`src/hw/rtl/fcsg_pkg.sv`:
```
`default_nettype none
// ----------------------------------------------------------------------------
// fcsg_pkg: shared types and constants for the filled circle span generator
// Transaction payloads, configuration register indexes and fixed limits.
// ----------------------------------------------------------------------------
package fcsg_pkg;

    localparam int unsigned COORD_W  = 12;
    localparam int unsigned RADIUS_W = 6;
    localparam int unsigned COLOUR_W = 32;
    localparam int unsigned DIM_W    = 13;
    localparam int unsigned DEC_W    = 10;   // midpoint decision value, signed

    localparam logic [RADIUS_W-1:0] MAX_RADIUS   = 6'd40;
    localparam logic [DIM_W-1:0]    FRAME_LIMIT  = 13'd4096;
    localparam logic [DIM_W-1:0]    WIDTH_RESET  = 13'd640;
    localparam logic [DIM_W-1:0]    HEIGHT_RESET = 13'd480;

    typedef enum logic [0:0] {
        CFG_FRAME_WIDTH  = 1'b0,
        CFG_FRAME_HEIGHT = 1'b1
    } cfg_index_t;

    typedef struct packed {
        cfg_index_t         index;
        logic [DIM_W-1:0]   value;
    } cfg_wr_t;

    typedef struct packed {
        logic signed [COORD_W-1:0] centre_x;
        logic signed [COORD_W-1:0] centre_y;
        logic [RADIUS_W-1:0]       radius;
        logic [COLOUR_W-1:0]       fill_colour;
    } circle_t;

    typedef struct packed {
        logic [COORD_W-1:0]  span_start;
        logic [COORD_W-1:0]  span_end;
        logic [COORD_W-1:0]  upper_row;
        logic [COORD_W-1:0]  lower_row;
        logic                upper_visible;
        logic                lower_visible;
        logic [COLOUR_W-1:0] span_colour;
        logic                last_span;
    } span_t;

    // request to the clip unit: half width h around cx, rows cy-v and cy+v
    typedef struct packed {
        logic signed [COORD_W-1:0] cx;
        logic signed [COORD_W-1:0] cy;
        logic [RADIUS_W-1:0]       h;
        logic [RADIUS_W-1:0]       v;
        logic                      pair;
    } clip_req_t;

    typedef struct packed {
        logic [COORD_W-1:0] span_start;
        logic [COORD_W-1:0] span_end;
        logic [COORD_W-1:0] upper_row;
        logic [COORD_W-1:0] lower_row;
        logic               upper_visible;
        logic               lower_visible;
    } clip_res_t;

endpackage
`default_nettype wire

```
`src/hw/rtl/fcsg_ifs.sv`:
```
`default_nettype none
// ----------------------------------------------------------------------------
// fcsg_ifs: valid/ready channels of the filled circle span generator
// Configuration write, circle request and span result channels.
// ----------------------------------------------------------------------------
interface fcsg_cfg_if;
    logic             valid;
    logic             ready;
    fcsg_pkg::cfg_wr_t data;
    modport source (output valid, output data, input ready);
    modport sink   (input valid, input data, output ready);
endinterface

interface fcsg_circle_if;
    logic              valid;
    logic              ready;
    fcsg_pkg::circle_t data;
    modport source (output valid, output data, input ready);
    modport sink   (input valid, input data, output ready);
endinterface

interface fcsg_span_if;
    logic            valid;
    logic            ready;
    fcsg_pkg::span_t data;
    modport source (output valid, output data, input ready);
    modport sink   (input valid, input data, output ready);
endinterface
`default_nettype wire

```
`src/hw/rtl/fcsg_span_clip.sv`:
```
`default_nettype none
// ----------------------------------------------------------------------------
// fcsg_span_clip: shared span clip unit
// Forms [cx-h, cx+h] at rows cy-v and cy+v, clips to the frame, flags rows.
// ----------------------------------------------------------------------------
module fcsg_span_clip (
    input  fcsg_pkg::clip_req_t         req,
    input  logic [fcsg_pkg::DIM_W-1:0]  frame_width,
    input  logic [fcsg_pkg::DIM_W-1:0]  frame_height,
    output fcsg_pkg::clip_res_t         res
);

    logic signed [13:0] cx_ext;
    logic signed [13:0] cy_ext;
    logic signed [13:0] h_ext;
    logic signed [13:0] v_ext;
    logic signed [13:0] left;
    logic signed [13:0] right;
    logic signed [13:0] up;
    logic signed [13:0] down;
    logic signed [13:0] col_max;
    logic signed [13:0] row_lim;
    logic signed [13:0] lo;
    logic signed [13:0] hi;
    logic               span_ok;
    logic               up_ok;
    logic               down_ok;

    always_comb
    begin
        cx_ext  = signed'({{2{req.cx[11]}}, req.cx});
        cy_ext  = signed'({{2{req.cy[11]}}, req.cy});
        h_ext   = signed'({8'b0, req.h});
        v_ext   = signed'({8'b0, req.v});
        left    = cx_ext - h_ext;
        right   = cx_ext + h_ext;
        up      = cy_ext - v_ext;
        down    = cy_ext + v_ext;
        col_max = signed'({1'b0, frame_width}) - 14'sd1;
        row_lim = signed'({1'b0, frame_height});

        lo      = (left < 14'sd0) ? 14'sd0 : left;
        hi      = (right > col_max) ? col_max : right;
        span_ok = (lo <= hi);
        up_ok   = span_ok && (up >= 14'sd0) && (up < row_lim);
        down_ok = req.pair && span_ok && (down >= 14'sd0) && (down < row_lim);

        res.span_start    = span_ok ? lo[11:0] : 12'd0;
        res.span_end      = span_ok ? hi[11:0] : 12'd0;
        res.upper_row     = up_ok ? up[11:0] : 12'd0;
        res.lower_row     = down_ok ? down[11:0] : 12'd0;
        res.upper_visible = up_ok;
        res.lower_visible = down_ok;
    end

endmodule
`default_nettype wire

```
`src/hw/rtl/filled_circle_span_generator.sv`:
```
`default_nettype none
// ----------------------------------------------------------------------------
// filled_circle_span_generator: midpoint circle fill span generator
// Turns one circle request into a stream of clipped horizontal fill spans.
// ----------------------------------------------------------------------------
// Usage
//   cfg    : register writes (index 0 frame width, index 1 frame height).
//            Always ready; values above 4096 are stored as 4096. Write only
//            while no circle is in flight.
//   circle : one transaction per circle (centre, radius, colour). Ready only
//            while the sequencer is idle; radius saturates at 40.
//   span   : the centre row first, then two span pairs per midpoint step.
//            last_span marks the final transaction of a circle.
// Flow
//   The circle transaction moves the sequencer to its centre state, which
//   loads the first span into the output register. The sequencer drives a
//   single shared clip unit and issues the spans one after another, and
//   ready rises again as the last span is loaded into the output register.
//   A stalled span receiver holds the output register and the sequencer
//   waits with it; nothing is dropped.
// Reset
//   rst_n clears the sequencer and output valid, frame width to 640 and
//   height to 480.
// ----------------------------------------------------------------------------
module filled_circle_span_generator (
    input  wire logic            clk,
    input  wire logic            rst_n,
    fcsg_cfg_if.sink             cfg,
    fcsg_circle_if.sink          circle,
    fcsg_span_if.source          span
);

    typedef enum logic [3:0] {
        S_IDLE   = 4'b0001,
        S_CENTRE = 4'b0010,
        S_EMIT_A = 4'b0100,
        S_EMIT_B = 4'b1000
    } state_t;

    state_t                                 state_reg, state_next;
    logic [fcsg_pkg::DIM_W-1:0]             frame_width_reg, frame_width_next;
    logic [fcsg_pkg::DIM_W-1:0]             frame_height_reg, frame_height_next;

    // circle context and midpoint iteration registers
    logic signed [fcsg_pkg::COORD_W-1:0]    cx_reg;
    logic signed [fcsg_pkg::COORD_W-1:0]    cy_reg;
    logic [fcsg_pkg::COLOUR_W-1:0]          colour_reg;
    logic [fcsg_pkg::RADIUS_W-1:0]          x_reg, x_next;
    logic [fcsg_pkg::RADIUS_W-1:0]          y_reg, y_next;
    logic signed [fcsg_pkg::DEC_W-1:0]      p_reg, p_next;

    fcsg_pkg::span_t                        out_reg, out_next;
    logic                                   out_valid_reg, out_valid_next;

    logic                                   accept;
    logic                                   out_free;
    logic                                   emit;
    logic                                   advance;
    logic [fcsg_pkg::RADIUS_W-1:0]          r_sat;
    logic [fcsg_pkg::RADIUS_W-1:0]          x_step;
    logic [fcsg_pkg::RADIUS_W-1:0]          y_step;
    logic signed [fcsg_pkg::DEC_W-1:0]      p_step;
    logic signed [fcsg_pkg::DEC_W-1:0]      two_y;
    logic signed [fcsg_pkg::DEC_W-1:0]      two_x;
    logic                                   step_last;
    logic                                   span_last;
    fcsg_pkg::clip_req_t                    clip_req;
    fcsg_pkg::clip_res_t                    clip_res;

    assign cfg.ready    = 1'b1;
    assign circle.ready = (state_reg == S_IDLE);
    assign span.valid   = out_valid_reg;
    assign span.data    = out_reg;

    assign accept   = circle.valid && circle.ready;
    assign out_free = !out_valid_reg || span.ready;
    assign r_sat    = (circle.data.radius > fcsg_pkg::MAX_RADIUS) ?
                      fcsg_pkg::MAX_RADIUS : circle.data.radius;

    // one midpoint step from (x_reg, y_reg, p_reg)
    always_comb
    begin
        y_step = y_reg + 6'd1;
        two_y  = signed'({3'b000, y_step, 1'b0});
        if (p_reg <= 10'sd0)
        begin
            x_step = x_reg;
            two_x  = 10'sd0;
        end
        else
        begin
            x_step = x_reg - 6'd1;
            two_x  = signed'({3'b000, x_step, 1'b0});
        end
        p_step = p_reg + two_y - two_x + 10'sd1;
        // loop ends when x no longer exceeds y, or the step crosses the octant
        step_last = !(x_reg > y_reg) || (x_step < y_step);
    end

    // operand select for the shared clip unit
    always_comb
    begin
        clip_req.cx = cx_reg;
        clip_req.cy = cy_reg;
        unique case (state_reg)
            S_CENTRE:
            begin
                clip_req.h    = x_reg;
                clip_req.v    = '0;
                clip_req.pair = 1'b0;
            end
            S_EMIT_B:
            begin
                clip_req.h    = y_reg;
                clip_req.v    = x_reg;
                clip_req.pair = 1'b1;
            end
            default:
            begin
                clip_req.h    = x_reg;
                clip_req.v    = y_reg;
                clip_req.pair = 1'b1;
            end
        endcase
    end

    fcsg_span_clip u_clip (
        .req          (clip_req),
        .frame_width  (frame_width_reg),
        .frame_height (frame_height_reg),
        .res          (clip_res)
    );

    // sequencer
    always_comb
    begin
        state_next = state_reg;
        emit       = 1'b0;
        advance    = 1'b0;
        span_last  = 1'b0;
        unique case (state_reg) inside
            S_IDLE:
            begin
                if (accept)
                begin
                    state_next = S_CENTRE;
                end
            end
            S_CENTRE, S_EMIT_B:
            begin
                span_last = step_last;
                if (out_free)
                begin
                    emit    = 1'b1;
                    advance = !step_last;
                    state_next = step_last ? S_IDLE : S_EMIT_A;
                end
            end
            S_EMIT_A:
            begin
                if (out_free)
                begin
                    emit       = 1'b1;
                    state_next = S_EMIT_B;
                end
            end
            default:
            begin
                state_next = S_IDLE;
            end
        endcase
    end

    always_comb
    begin
        x_next = x_reg;
        y_next = y_reg;
        p_next = p_reg;
        if (accept)
        begin
            x_next = r_sat;
            y_next = '0;
            p_next = 10'sd1 - signed'({4'b0000, r_sat});
        end
        else if (advance)
        begin
            x_next = x_step;
            y_next = y_step;
            p_next = p_step;
        end
    end

    always_comb
    begin
        out_next                = out_reg;
        out_valid_next          = out_valid_reg;
        if (emit)
        begin
            out_next.span_start    = clip_res.span_start;
            out_next.span_end      = clip_res.span_end;
            out_next.upper_row     = clip_res.upper_row;
            out_next.lower_row     = clip_res.lower_row;
            out_next.upper_visible = clip_res.upper_visible;
            out_next.lower_visible = clip_res.lower_visible;
            out_next.span_colour   = colour_reg;
            out_next.last_span     = span_last;
            out_valid_next         = 1'b1;
        end
        else if (span.ready)
        begin
            out_valid_next = 1'b0;
        end
    end

    // configuration writes, saturated to the frame limit
    always_comb
    begin
        frame_width_next  = frame_width_reg;
        frame_height_next = frame_height_reg;
        if (cfg.valid)
        begin
            unique case (cfg.data.index)
                fcsg_pkg::CFG_FRAME_WIDTH:
                begin
                    frame_width_next = (cfg.data.value > fcsg_pkg::FRAME_LIMIT) ?
                                       fcsg_pkg::FRAME_LIMIT : cfg.data.value;
                end
                fcsg_pkg::CFG_FRAME_HEIGHT:
                begin
                    frame_height_next = (cfg.data.value > fcsg_pkg::FRAME_LIMIT) ?
                                        fcsg_pkg::FRAME_LIMIT : cfg.data.value;
                end
                default:
                begin
                    frame_width_next = frame_width_reg;
                end
            endcase
        end
    end

    always_ff @(posedge clk or negedge rst_n)
    begin
        if (!rst_n)
        begin
            state_reg        <= S_IDLE;
            out_valid_reg    <= 1'b0;
            frame_width_reg  <= fcsg_pkg::WIDTH_RESET;
            frame_height_reg <= fcsg_pkg::HEIGHT_RESET;
        end
        else
        begin
            state_reg        <= state_next;
            out_valid_reg    <= out_valid_next;
            frame_width_reg  <= frame_width_next;
            frame_height_reg <= frame_height_next;
        end
    end

    always_ff @(posedge clk)
    begin
        if (accept)
        begin
            cx_reg     <= circle.data.centre_x;
            cy_reg     <= circle.data.centre_y;
            colour_reg <= circle.data.fill_colour;
        end
        x_reg   <= x_next;
        y_reg   <= y_next;
        p_reg   <= p_next;
        out_reg <= out_next;
    end

`ifndef SYNTHESIS
    // the first half of a step never sees y beyond x
    assert property (@(posedge clk) disable iff (!rst_n)
        (state_reg == S_EMIT_A) |-> (y_reg <= x_reg))
        else $error("midpoint step crossed the octant");

    // a busy sequencer never holds a radius above the limit
    assert property (@(posedge clk) disable iff (!rst_n)
        (state_reg != S_IDLE) |-> (x_reg <= fcsg_pkg::MAX_RADIUS))
        else $error("iteration x out of range");

    // behind a pending last span only the next circle's centre can wait
    assert property (@(posedge clk) disable iff (!rst_n)
        (out_valid_reg && out_reg.last_span) |->
            (state_reg == S_IDLE || state_reg == S_CENTRE))
        else $error("last span issued while circle still in progress");
`endif

endmodule
`default_nettype wire

```
`src/flat_wrapper.sv`:
```
// flat-port wrapper written by rule: the top's interface ports become plain ports
module filled_circle_span_generator_flat 
  (clk, rst_n, cfg_valid, cfg_data, cfg_ready, circle_valid, circle_data, circle_ready, span_valid, span_data, span_ready);
  fcsg_cfg_if cfg_i ();
  fcsg_circle_if circle_i ();
  fcsg_span_if span_i ();
  input  wire logic clk;
  input  wire logic rst_n;
  input wire logic [$bits(cfg_i.valid)-1:0] cfg_valid;
  input wire logic [$bits(cfg_i.data)-1:0] cfg_data;
  output wire logic [$bits(cfg_i.ready)-1:0] cfg_ready;
  input wire logic [$bits(circle_i.valid)-1:0] circle_valid;
  input wire logic [$bits(circle_i.data)-1:0] circle_data;
  output wire logic [$bits(circle_i.ready)-1:0] circle_ready;
  output wire logic [$bits(span_i.valid)-1:0] span_valid;
  output wire logic [$bits(span_i.data)-1:0] span_data;
  input wire logic [$bits(span_i.ready)-1:0] span_ready;
  assign cfg_i.valid = cfg_valid;
  assign cfg_i.data = cfg_data;
  assign cfg_ready = cfg_i.ready;
  assign circle_i.valid = circle_valid;
  assign circle_i.data = circle_data;
  assign circle_ready = circle_i.ready;
  assign span_valid = span_i.valid;
  assign span_data = span_i.data;
  assign span_i.ready = span_ready;
  filled_circle_span_generator u_core (.clk(clk), .rst_n(rst_n), .cfg(cfg_i), .circle(circle_i), .span(span_i));
endmodule
```
`config.mk`:
```
export PLATFORM = sky130hd
export DESIGN_NAME = filled_circle_span_generator_flat
export DESIGN_NICKNAME = d
export VERILOG_FILES = /design/src/hw/rtl/fcsg_pkg.sv /design/src/hw/rtl/fcsg_ifs.sv /design/src/hw/rtl/fcsg_span_clip.sv /design/src/hw/rtl/filled_circle_span_generator.sv /design/src/flat_wrapper.sv
export SDC_FILE = /design/constraint.sdc
export NUM_CORES = 1
export LEC_CHECK = 0
export ABC_AREA = 0
export BUFFER_PORTS_ARGS = -buffer_cell sky130_fd_sc_hd__buf_2
export CAP_MARGIN = 0
export CORE_UTILIZATION = 30
export CTS_CLUSTER_DIAMETER = 50
export DETAILED_ROUTE_END_ITERATION = 16
export MAX_ROUTING_LAYER = met4
export PLACE_DENSITY = 0.58
export SETUP_SLACK_MARGIN = 0.1
export SLEW_MARGIN = 20
export SYNTH_ARGS = -nofsm -noshare
export SYNTH_HDL_FRONTEND = slang
export SYNTH_HIERARCHICAL = 1
export SYNTH_SLANG_ARGS = --single-unit
export TNS_END_PERCENT = 20
```
`constraint.sdc`:
```
create_clock -name clk -period 7.8 [get_ports clk]
set_clock_uncertainty 0.15 [all_clocks]
set_input_delay 0.78 -clock clk [delete_from_list [all_inputs] [get_ports clk]]
set_output_delay 0.78 -clock clk [all_outputs]
set_load 0.02 [all_outputs]
```
==> results.md <==
| Result | Value |
|:---|:---|
| CTS Hold Bufs | 0 |
| Summed area of non-filler cells in the final layout | 13080 um^2 |
| Crit-path slowest cell | dfrtp_1 |
| Synth async-reset ratio | 16.15% |
| Initial DRT Pass Iterations | 5 |
| Cell type with the largest total area after synthesis | edfxtp_1 |
| Remaining number of nets flagged by the antenna check after routing | 0 |
| Buffer cell driving the clock tree root | clkbuf_16 |
| Warnings, synthesis | 6 |
| Row Count | 70 |
| Fraction of final layout cells with drive strength greater than 1 | 22.15% |
| Post-synthesis mux area share | 1.313% |
| Finish-stage setup viols | 0 |
| Die area | 37940 um^2 |
| Post-Syn Instances | 999 |
| Yosys top cell area share | 41.75% |
| Worst setup margin | 754.4 ps |
| Peak Freq | 141.9 MHz |
| Global placer's final weighted congestion | 0.8672 |
| EDFF count, synth | 155 |
| Largest net degree at the start of global routing | 58 |
| Simple-Gate Fraction of Synth Area | 14.73% |
| Hold Vio Cnt, Final | 0 |
| Xor/xnor cell area share of the yosys netlist | 5.185% |
| Part of the cycle the worst path needs | 90.33% |
| Post-synthesis area per instance | 11.16 um^2 |
| Synthesized net count | 1190 |
| Maximum capacitance violations | 0 |
| Critical Path End Type | flop |
| Worst supply voltage drop on vdd | 0.1915 mV |
| Top area cells in the synthesized netlist | edfxtp_1 42%, ha_1 11%, dfrtp_1 5.4%, inv_1 2.9%, xnor2_1 2.8% |
| Worst-path fanout max | 28 |
| # H-tree levels | 4 |
| Skew-Pair Late Insertion Delay | 440 ps |
| Commonest cells post-synth | 155 x edfxtp_1, 100 x ha_1, 85 x inv_1 |
| HPWL Detailed | 20660 um |
| Initial antenna violation count | 1 |
| Grt total ovfl | 0 |
| Clock transition at the register clock pins on the worst setup and hold paths after CTS | 70 ps |
| Cell with the most instances after synthesis | edfxtp_1 |
| Unrepaired setup endpoints after global routing | false |
| Seq/Total Area, Yosys | 49.86% |
| Crit path buffers/inverters | 5 |
| Placed Area | 12440 um^2 |
| Result of the run | finished, final reports clean |
| Core Region | 36610 um^2 |
| Leakage power summed over all cells | 0.005294 uW |
| Ratio of routed vias to standard cells | 4.746 |
| Post-route DRC violation count | 0 |
| Average routed wire per standard cell | 16.32 um |
| Slowest stage delay, CP | 480 ps |
| DRC marker count from the first detailed-route iteration | 524 |
| Final max-slew violation count | 0 |
| Routed WL | 26660 um |
| Combinational family with the most area after synthesis | simple AND/OR/NAND/NOR gates |
| Starting density of the core | 30.45% |
| Clock buffer count from CTS | 17 |
| Flip-flop count of the largest register after layout | 83 |
| CP startpoint kind | flop |
| Total design power | 5044 uW |
| Total routing usage reported by global routing | 14.55% |
| Area fraction in compound gates after synthesis | 11.17% |
| Die Y | 194.8 um |
| Post-CTS Resized | 0 |
| Crit path time final | 7046 ps |
| Clock Sinks | 192 |
| Clock tree from TritonCTS | yes |
| Maximum number of buffers from clock root to sink | 2 |
| Family with the most delay on the worst path | simple AND/OR/NAND/NOR gates |
| Cell area after technology mapping | 11150 um^2 |
| Total Nets Final | 1343 |
| Unique masters post-synth | 72 |
| Port Buffer Count | 165 |
| Global-route wire length before repair | 41460 um |
| Number of primary I/O pins | 167 |
| Routed via count | 7755 |
| Filler instances | 3673 |
| Pre-CTS setup slack | 647.8 ps |
| Area growth from synthesis to layout | 17.29% |
| Dominant synthesized flop cell | edfxtp_1 |
| Min-Delay Path Class | in -> async |
| Total of flip-flops plus latches after synthesis | 192 |
| Horizontal die dimension | 194.8 um |
| Vias in the first global route | 7648 |
| Data arrival time at the worst-slack endpoint | 7150 ps |
| Setup TNS | 0 ps |
| Synth Area in Adders | 13.02% |
| Power per unit of standard cell area | 385.7 nW/um^2 |
| Required time reported for the critical path endpoint | 7900 ps |
| Critical path class | reg -> reg |
| Worst slew margin relative to its limit | 30.12% |
| Transition time at the pin with the least slew margin | 1039 ps |
-- layout make-up --
cell class                      count  area [um^2]  area share [%]
Multi-Input combinational cell    682         5087           38.90
Sequential cell                   192         5559           42.51
Clock inverter                     15        200.2           1.531
Tap cell                          468        585.6           4.478
Clock buffer                       17        425.4           3.253
Inverter                           87        326.6           2.497
Antenna cell                        1        2.502         0.01914
Timing Repair Buffer              172        890.9           6.812
-- cells in the final DEF (no fill, tap or decap), drive strengths merged, types with 30 or more instances in the layout --
master	count
buf	172
edfxtp	155
ha	100
inv	94
nand2	76
o21ai	70
nor2	63
a21oi	41
xnor2	36
xor2	30
-- stage by stage --
stage	cells	utilization, %	hold slack (ps)
floorplan	999	-	250.3
global placement	1600	33.99	250.2
detailed placement	1600	33.99	255.7
CTS	1632	35.69	224.3
global route	1634	35.72	262.6
finish	1634	35.72	237.2
-- worst reg2reg max path, delay by kind of cell (launching register included) --
| kind | cells | cell delay [ps] |
|---|---|---|
| adder cells (fa/ha/maj) | 4 | 1220 |
| AND/OR/NAND/NOR | 10 | 1680 |
| flip-flops | 1 | 480 |
| multiplexers | 3 | 880 |
| AO/OA/AOI/OAI | 8 | 1340 |
| buffers and inverters | 5 | 940 |
| XOR/XNOR | 1 | 210 |
-- final timing paths --
check | start | end | slack, ps | cells past startpoint
min reg2reg | u_core/colour_reg[8]$_DFFE_PP_ | u_core/span.data[9]$_DFFE_PP_ | 270 | 0
max reg2reg | u_core/state_reg[1]$_DFFE_PN0P_ | u_core/span.data[37]$_DFFE_PP_ | 750 | 31
min | rst_n | u_core/frame_width_reg[8]$_DFFE_PN0P_ | 240 | 1
max in group asynchronous | rst_n | u_core/state_reg[1]$_DFFE_PN0P_ | 6820 | 1
max | u_core/state_reg[1]$_DFFE_PN0P_ | u_core/span.data[37]$_DFFE_PP_ | 750 | 31
min in group clk | u_core/colour_reg[8]$_DFFE_PP_ | u_core/span.data[9]$_DFFE_PP_ | 270 | 0
-- repair_timing --
item	4_1_cts	5_1_grt
setup endpoints to repair	0	26
setup buffers	0	1
hold endpoints to repair	0	0
-- per-layer routing --
layer,track usage [%],up-vias,part of all wire (%)
met5,-,-,0
met4,4.141,0,1.1
met3,2.395,18,3.2
met2,22.81,146,48
met1,19.35,3726,48
li1,-,3865,-
-- kinds of logic (layout without fill, tap and decap cells) --
kind of cell / count (synthesis) / in the layout
other: 1 / 2
XOR/XNOR: 66 / 66
AND/OR/NAND/NOR: 294 / 294
AO/OA/AOI/OAI: 198 / 198
buffers and inverters: 125 / 291
multiplexers: 13 / 13
adder cells (fa/ha/maj): 110 / 110
flip-flops: 192 / 192
-- where the power goes --
group | internal (uW) | switching [uW] | leakage, uW | total, uW
Sequential | 1480 | 146 | 0.00188 | 1620
Clock | 517 | 413 | 0.000303 | 930
Combinational | 961 | 1530 | 0.00311 | 2490
No activity file was read; power rests on OpenSTA's default activity.
